### config.mk
export PLATFORM = sky130hd
export DESIGN_NAME = address_keyed_bitswap_byte_decrypt
export DESIGN_NICKNAME = d
export VERILOG_FILES = /design/src/design/akbd_pkg.sv /design/src/design/akbd_cfg_regs.sv /design/src/design/akbd_decrypt.sv /design/src/design/address_keyed_bitswap_byte_decrypt.sv
export SDC_FILE = /design/constraint.sdc
export NUM_CORES = 1
export LEC_CHECK = 0
export BUFFER_PORTS_ARGS = -buffer_cell sky130_fd_sc_hd__buf_4
export CORE_AREA = 2 2 178 180
export CTS_BUF_LIST = sky130_fd_sc_hd__clkbuf_2
export DETAILED_ROUTE_END_ITERATION = 8
export DIE_AREA = 0 0 180 182
export GPL_ROUTABILITY_DRIVEN = 0
export PLACE_DENSITY = 0.48
export SLEW_MARGIN = 20
export SYNTH_ARGS = -nofsm -noshare
export SYNTH_HDL_FRONTEND = slang
export SYNTH_SLANG_ARGS = --single-unit
### constraint.sdc
create_clock -name clk -period 11.85 [get_ports clk]
set_clock_uncertainty 0.05 [all_clocks]
set_input_delay 3.555 -clock clk [delete_from_list [all_inputs] [get_ports clk]]
set_output_delay 3.555 -clock clk [all_outputs]
set_load 0.01 [all_outputs]
### src/design/akbd_pkg.sv
// ----------------------------------------------------------------------------
// akbd_pkg
// Shared types and constants of the address-keyed bit-swap byte decryptor.
// ----------------------------------------------------------------------------
package akbd_pkg;

	// configuration register indexes
	localparam int unsigned CFG_INDEX_W = 8;
	localparam int unsigned CFG_DATA_W  = 32;

	localparam logic [CFG_INDEX_W-1:0] CFG_SWAP_KEY_LOW      = 8'd0;
	localparam logic [CFG_INDEX_W-1:0] CFG_SWAP_KEY_HIGH     = 8'd1;
	localparam logic [CFG_INDEX_W-1:0] CFG_ADDRESS_OFFSET_KEY = 8'd2;
	localparam logic [CFG_INDEX_W-1:0] CFG_BYTE_XOR_KEY      = 8'd3;

	// address scramble applied before forming the data selector
	localparam logic [15:0] DATA_ADDR_XOR = 16'h1fc0;

	// key set seen by the decrypt datapath
	typedef struct packed {
		logic [31:0] swap_key_low;
		logic [31:0] swap_key_high;
		logic [15:0] address_offset_key;
		logic [7:0]  byte_xor_key;
	} akbd_cfg_t;

endpackage

### src/design/akbd_cfg_regs.sv
// ----------------------------------------------------------------------------
// akbd_cfg_regs
// Key register file, written through its own valid/ready channel.
// ----------------------------------------------------------------------------
module akbd_cfg_regs
	import akbd_pkg::*;
(
	input  logic                   clk,
	input  logic                   arst_n,
	input  logic                   cfg_valid,
	output logic                   cfg_ready,
	input  logic [CFG_INDEX_W-1:0] cfg_index,
	input  logic [CFG_DATA_W-1:0]  cfg_data,
	output akbd_cfg_t              keys
);

	akbd_cfg_t keys_q;

	// every word is taken at once
	assign cfg_ready = 1'b1;

	// register write, out-of-range indexes are dropped
	always_ff @(posedge clk or negedge arst_n) begin
		if (!arst_n) begin
			keys_q <= '0;
		end else if (cfg_valid) begin
			unique case (cfg_index)
				CFG_SWAP_KEY_LOW:       keys_q.swap_key_low       <= cfg_data;
				CFG_SWAP_KEY_HIGH:      keys_q.swap_key_high      <= cfg_data;
				CFG_ADDRESS_OFFSET_KEY: keys_q.address_offset_key <= cfg_data[15:0];
				CFG_BYTE_XOR_KEY:       keys_q.byte_xor_key       <= cfg_data[7:0];
				default: ;
			endcase
		end
	end

	assign keys = keys_q;

endmodule

### src/design/akbd_decrypt.sv
// ----------------------------------------------------------------------------
// akbd_decrypt
// Four-stage pair-swap / rotate / xor decrypt of one byte under a selector.
// ----------------------------------------------------------------------------
module akbd_decrypt
	import akbd_pkg::*;
(
	input  akbd_cfg_t   keys,
	input  logic [15:0] selector,
	input  logic [7:0]  cipher,
	output logic [7:0]  plain
);

	// swap each bit pair whose keyed selector bit is set
	function automatic logic [7:0] pair_swap(input logic [7:0] v, input logic [15:0] key,
			input logic [7:0] sel);
		logic [7:0] r;
		logic [2:0] idx;
		r = v;
		for (int p = 0; p < 4; p++) begin
			idx = key[4*p +: 3];
			if (sel[idx]) begin
				r[2*p +: 2] = {v[2*p], v[2*p+1]};
			end
		end
		return r;
	endfunction

	function automatic logic [7:0] rotl1(input logic [7:0] v);
		return {v[6:0], v[7]};
	endfunction

	logic [7:0] sel_lo;
	logic [7:0] sel_hi;
	logic [7:0] st_a;
	logic [7:0] st_b;
	logic [7:0] st_c;

	assign sel_lo = selector[7:0];
	assign sel_hi = selector[15:8];

	// stages a and b on the low selector byte, c and d on the high byte
	assign st_a  = rotl1(pair_swap(cipher, keys.swap_key_low[15:0], sel_lo));
	assign st_b  = rotl1(pair_swap(st_a, keys.swap_key_low[31:16], sel_lo) ^ keys.byte_xor_key);
	assign st_c  = rotl1(pair_swap(st_b, keys.swap_key_high[15:0], sel_hi));
	assign plain = pair_swap(st_c, keys.swap_key_high[31:16], sel_hi);

endmodule

### src/design/address_keyed_bitswap_byte_decrypt.sv
// ----------------------------------------------------------------------------
// address_keyed_bitswap_byte_decrypt
// Decrypts one ROM byte at a CPU address into an opcode byte and a data byte.
// ----------------------------------------------------------------------------
// Usage:
//   Keys are loaded on the cfg channel (index 0 swap_key_low, 1 swap_key_high,
//   2 address_offset_key, 3 byte_xor_key); cfg_ready is always high and
//   other indexes are ignored. Load keys only while no word is in flight.
//   Each input word (byte_address, cipher_byte) yields exactly one output
//   word (opcode_byte, data_byte).
//   Each accepted word passes one input register stage, then the selector
//   adders and both swap chains ahead of the result register. Throughput is
//   one word per cycle, set by the two-deep register pipeline that advances
//   whenever the result register is empty or being drained.
//   When the receiver stalls, the result holds and the input register keeps
//   one more word; in_ready drops only with both stages full.
//   Reset clears the keys to zero and empties both pipeline stages.
// ----------------------------------------------------------------------------
module address_keyed_bitswap_byte_decrypt
	import akbd_pkg::*;
(
	input  logic                   clk,
	input  logic                   arst_n,
	input  logic                   cfg_valid,
	output logic                   cfg_ready,
	input  logic [CFG_INDEX_W-1:0] cfg_index,
	input  logic [CFG_DATA_W-1:0]  cfg_data,
	input  logic                   in_valid,
	output logic                   in_ready,
	input  logic [15:0]            byte_address,
	input  logic [7:0]             cipher_byte,
	output logic                   out_valid,
	input  logic                   out_ready,
	output logic [7:0]             opcode_byte,
	output logic [7:0]             data_byte
);

	akbd_cfg_t   keys;
	logic        valid_s1;
	logic [15:0] addr_s1;
	logic [7:0]  cipher_s1;
	logic        valid_s2;
	logic [7:0]  opcode_s2;
	logic [7:0]  data_s2;
	logic        adv_s2;
	logic        load_s1;
	logic [15:0] sel_op;
	logic [15:0] sel_data;
	logic [7:0]  opcode_next;
	logic [7:0]  data_next;

	akbd_cfg_regs u_cfg (
		.clk       (clk),
		.arst_n    (arst_n),
		.cfg_valid (cfg_valid),
		.cfg_ready (cfg_ready),
		.cfg_index (cfg_index),
		.cfg_data  (cfg_data),
		.keys      (keys)
	);

	// pipeline flow control
	assign adv_s2   = !valid_s2 || out_ready;
	assign in_ready = !valid_s1 || adv_s2;
	assign load_s1  = in_valid && in_ready;

	// input register
	always_ff @(posedge clk or negedge arst_n) begin
		if (!arst_n) begin
			valid_s1 <= 1'b0;
		end else if (in_ready) begin
			valid_s1 <= in_valid;
		end
	end

	always_ff @(posedge clk) begin
		if (load_s1) begin
			addr_s1   <= byte_address;
			cipher_s1 <= cipher_byte;
		end
	end

	// selector words, both wrap modulo 2^16
	assign sel_op   = addr_s1 + keys.address_offset_key;
	assign sel_data = (addr_s1 ^ DATA_ADDR_XOR) + 16'd1 + keys.address_offset_key;

	akbd_decrypt u_dec_op (
		.keys     (keys),
		.selector (sel_op),
		.cipher   (cipher_s1),
		.plain    (opcode_next)
	);

	akbd_decrypt u_dec_data (
		.keys     (keys),
		.selector (sel_data),
		.cipher   (cipher_s1),
		.plain    (data_next)
	);

	// result register
	always_ff @(posedge clk or negedge arst_n) begin
		if (!arst_n) begin
			valid_s2 <= 1'b0;
		end else if (adv_s2) begin
			valid_s2 <= valid_s1;
		end
	end

	always_ff @(posedge clk) begin
		if (adv_s2 && valid_s1) begin
			opcode_s2 <= opcode_next;
			data_s2   <= data_next;
		end
	end

	assign out_valid   = valid_s2;
	assign opcode_byte = opcode_s2;
	assign data_byte   = data_s2;

endmodule

# Yosys cells after proc, flatten, opt, wreduce, memory -nomap -nowiden
# Index checks and enable logic that the tools add are counted.
[totals] ff_bits=128 mem_bits_ro=0 in_bits=69 memories=0 latch_bits=0 ram_bits=0
[op_classes] mul=0 n_reduce_logical=11 add_sub_neg=3 magnitude_cmp=16 n_shift=0 eq_ne=3 n_div=0 n_mux=96 bitwise_logic=3
[ops] cell="$bmux W1 S3" n=32
[ops] cell="$lt A3 B4 Y1 const B" n=16
[ops] cell="$mux W2" n=32
[ops] cell="$add A16 B16 Y16" n=2
[ops] cell="$mux W1" n=32
[ops] cell="$add A16 B1 Y16 const B" n=1
[ops] cell="$eq A8 B2 Y1 const B" n=2
[ops] cell="$xor A8 B8 Y8" n=2
[ops] cell="$eq A8 B1 Y1 const B" n=1
[ops] cell="$logic_not A8 Y1" n=1
[ops] cell="$reduce_and A2 Y1" n=4
[ops] cell="$not A7 Y7" n=1
[ops] cell="$logic_and A1 B1 Y1" n=2
[ops] cell="$logic_not A1 Y1" n=2
[ops] cell="$logic_or A1 B1 Y1" n=2

# Logic depth before layout (Yosys ltp)
[depth] ltp_word=10 depth_mapped=16

# Hierarchy
# Synthesis repeated with hierarchy kept, for this count alone.
[unflattened] cells_unflattened=665 hier_area_um2=9267.6
[by_module_without_submodules] mod="akbd_cfg_regs" instances=1 seq_area_each_um2=2202.1 cells_per_inst=192 area_per_inst_um2=3358.2
[by_module_without_submodules] mod="akbd_decrypt" instances=2 seq_area_each_um2=0.0 cells_per_inst=100 area_per_inst_um2=1481.4
[by_module_without_submodules] mod="address_keyed_bitswap_byte_decrypt" instances=1 seq_area_each_um2=1251.2 cells_per_inst=273 area_per_inst_um2=2946.6

# Least setup slack after synthesis
# OpenSTA, ideal clock, no wires.
[synth_path] path_type="in2out" from="input out_ready" to="output in_ready" arrival_time_ns=3.764 required_time_ns=8.245 path_slack_ns=4.481 n_path_buf=0 cell_stages=1 path_cell_list="nand3b_1"
[synth_between] elab_chain_cells=2
[synth_lines] item="start, declared" line="address_keyed_bitswap_byte_decrypt.sv:33" source="input logic out_ready,"
[synth_lines] item="$logic_or A1 B1 Y1" line="address_keyed_bitswap_byte_decrypt.sv:63" source="assign adv_s2 = !valid_s2 || out_ready;"
[synth_lines] item="$logic_or A1 B1 Y1" line="address_keyed_bitswap_byte_decrypt.sv:64" source="assign in_ready = !valid_s1 || adv_s2;"
[synth_lines] item="end, declared" line="address_keyed_bitswap_byte_decrypt.sv:29" source="output logic in_ready,"
# No other way between the ends.

# Final worst setup path
# Same ends and word-level chain as after synthesis.

==> metrics.md <==
| Metric | Value |
|---|---|
| Sequential fraction of the synthesis area | 33.5% |
| Period utilization | 64.2% |
| Fill count | 3209 |
| Synth area leader | dfrtp_1 |
| Most common cell in the synthesized netlist | mux2_2 |
| Arr. time, crit path | 4000 ps |
| Non-Filler Instances | 1382 |
| Dominant cells by area after synthesis | dfrtp_1 (20%), edfxtp_1 (13%), mux2_2 (9.8%) |
| H-tree levels | 4 |
| Global-route wire length before repair | 44400 um |
| Ys flop type | dfrtp_1 |
| Synth Area per Inst | 9.97 um2 |
| Initial antenna violation count | 1 |
| Crit-path max FO | 3 |
| DP Wirelength | roughly 22000 um |
| CTS Hold Bufs | 0 |
| CTS sink cnt | 114 |
| Post-Route WL | ~29000 um |
| Clock Pin Slew Worst Setup and Hold Paths | around 220 ps |
| Die extent in y | 182 um |
| Footprint of the multi-input gates | 0.00566 mm2 |
| DRT Pass-1 Iters | 5 |
| Resized cells post-CTS | 0 |
| Power Dens Cells | 118 mW/mm2 |
| Post-Syn Nets | 1009 |
| Number of synthesized flops with an enable pin | 40 |
| DRC violations left | 0 |
| Max VDD drop | between 40 and 50 uV |
| Final #Nets | roughly 1100 |
| Drt first-iter violations | 651 |
| CTS tree | built |
| Gr usage total | 17.7% |
| Gr ovfl total | 0 |
| Area Growth Syn to Fin | 13.1% |
| Max-cap viol count | 0 |
| RSZ-0062 raised after global routing | false |
| Min setup slack post-route | 4250 ps |
| CP Launch Type | input port |
| Post-DRT Antenna Nets | 0 |
| Pin count of the biggest net entering global routing | 75 |
| Period minus WS final | ~7600 ps |
| Setup WS pre-CTS | 4240 ps |
| FP Rows | 65 |
| Routed vias | 7653 |
| Req. time, crit path | 8250 ps |
| Post-synth ARST share | 64.9% |
| Inst Count DP | 1348 |
| Ports | 88 |
| Syn. warnings | 0 |
| Post-CTS setup buffer count | 0 |
| CTS Root Cell | clkbuf_2 |
| Clock latency on the worst-skew pair | ~720 ps |
| Top-area cell type share of the netlist area | 20.3% |
| Setup TNS | 0 ps |
| Layout cell share with drive strength beyond 1 | 25.4% |
| Max frequency | 0.131 GHz |
| Total die area | about 0.033 mm2 |
| Worst-Margin Slew | 1040 ps |
| TritonCTS buffer count | 17 |
| CORE AREA | 0.0310 mm2 |
| Worst Setup Path Type | in2out |
| DR WL/cell | 21.0 um |
| Synth top cells by count | mux2_2 (79), dfrtp_1 (74), mux2i_1 (58), nor2_1 (58), a21oi_1 (51) |
| CTS Buffer Depth | 2 |
| Pins Over Slew Limit | 0 |
| Port Buffers | 82 |
| Cell Area, Synth | approximately 0.0091 mm2 |
| Outcome | finished clean |
| Yosys reg bits | 114 |
| Storage element area | 0.00305 mm2 |
| Starting Density | 29.4% |
| Slew HR | a little under a third |
| Die width | 180 um |
| Hold Fails Final Rpt | 0 |
| Yosys cell types | 91 |
| CP Capture Type | output port |
| Via/cell ratio | 5.54 |
| Vias in the first global route | 7219 |
| Syn Inst Count | between 900 and 1000 |
| Worst hold path class | reg2reg |
| Leakage | 4.32 nW |
| Setup violations, final | 0 |
-- worst paths after layout --
kind	cells past startpoint	slack, ps	end	startpoint
max in group asynchronous	1	8420	u_cfg.keys[32]$_DFFE_PN0P_	arst_n
worst max-delay path	3	4250	in_ready	out_ready
worst min register to register	1	460	out_valid$_DFFE_PN0P_	valid_s1$_DFFE_PN0N_
worst min-delay path	1	460	out_valid$_DFFE_PN0P_	valid_s1$_DFFE_PN0N_
min in group asynchronous	1	2790	u_cfg.keys[2]$_DFFE_PN0P_	arst_n
worst max register to register	11	6740	opcode_byte[1]$_DFFE_PP_	addr_s1[5]$_DFFE_PP_
-- cell usage in the layout, fill, tap and decap left out, types with 25 or more instances in the layout --
| master | count |
|---|---|
| mux2_2 | 79 |
| buf_4 | 85 |
| mux2i_1 | 58 |
| nor2_1 | 58 |
| o21ai_0 | 25 |
| a21oi_1 | 51 |
| inv_1 | 47 |
| nand2_1 | 43 |
| edfxtp_1 | 40 |
| dfrtp_1 | 74 |
-- power by group --
| group | switching, mW | internal, mW | total [mW] | leakage, nW |
|---|---|---|---|---|
| combinational | 0.248 | 0.186 | 0.434 | 2.81 |
| clock | 0.191 | 0.104 | 0.295 | 0.156 |
| sequential | 0.0340 | 0.449 | 0.483 | 1.36 |
-- registers in the layout (all words and copies together) (netlist names) --
register     count
valid_s1         1
u_cfg.keys      72
addr_s1         16
data_byte        8
opcode_byte      8
cipher_s1        8
out_valid        1
-- kinds of logic (layout without fill, tap and decap cells) --
| family | after synthesis | count (layout) | share of synthesized area, % |
|---|---|---|---|
| AND/OR/NAND/NOR | 254 | 254 | 14.6 |
| AO/OA/AOI/OAI | 223 | 223 | 18.5 |
| multiplexers | 159 | 159 | 21.5 |
| flip-flops | 114 | 114 | 33.5 |
| buffers and inverters | 101 | 165 | 4.43 |
| XOR/XNOR | 36 | 36 | 3.71 |
| adder cells (fa/ha/maj) | 26 | 26 | 3.73 |
| other | 1 | 3 | 0.0412 |
-- layout make-up --
class                           instances  area share, %
Multi-Input combinational cell        699           54.9
Sequential cell                       114           29.6
Timing Repair Buffer                   86           6.30
Tap cell                              402           4.88
Inverter                               47           1.71
Clock inverter                         15           1.68
Clock buffer                           17          0.826
Antenna cell                            2         0.0486
-- layer usage --
metal  wire length [um]  vias to the layer above  part of all wire, %  GRT usage, %
li1                   -                     3587                    -             -
met3               1340                       41                  4.6          3.01
met4                816                        0                  2.8          6.05
met1              13700                     3809                   47          24.7
met2              13100                      216                   45          27.8
met5                  0                        -                    0             0
-- through the flow --
stage | hold slack [ps] | utilization [%] | cell area [um2] | power, mW
6_report | 457 | 33.3 | 10300 | 1.21
5_1_grt | 496 | 33.3 | 10300 | 1.29
4_1_cts | 466 | 33.2 | 10300 | 1.23
3_5_place_dp | 416 | 32.4 | 10000 | 0.923
3_3_place_gp | 415 | 32.4 | 10000 | 0.919
2_1_floorplan | 399 | - | 9110 | 0.772
-- worst max-delay path, cell delays in order --
cell,delay [ps]
buf_4,110
nand3b_1,180
buf_4,160
Power figures use the tool's default switching activity.
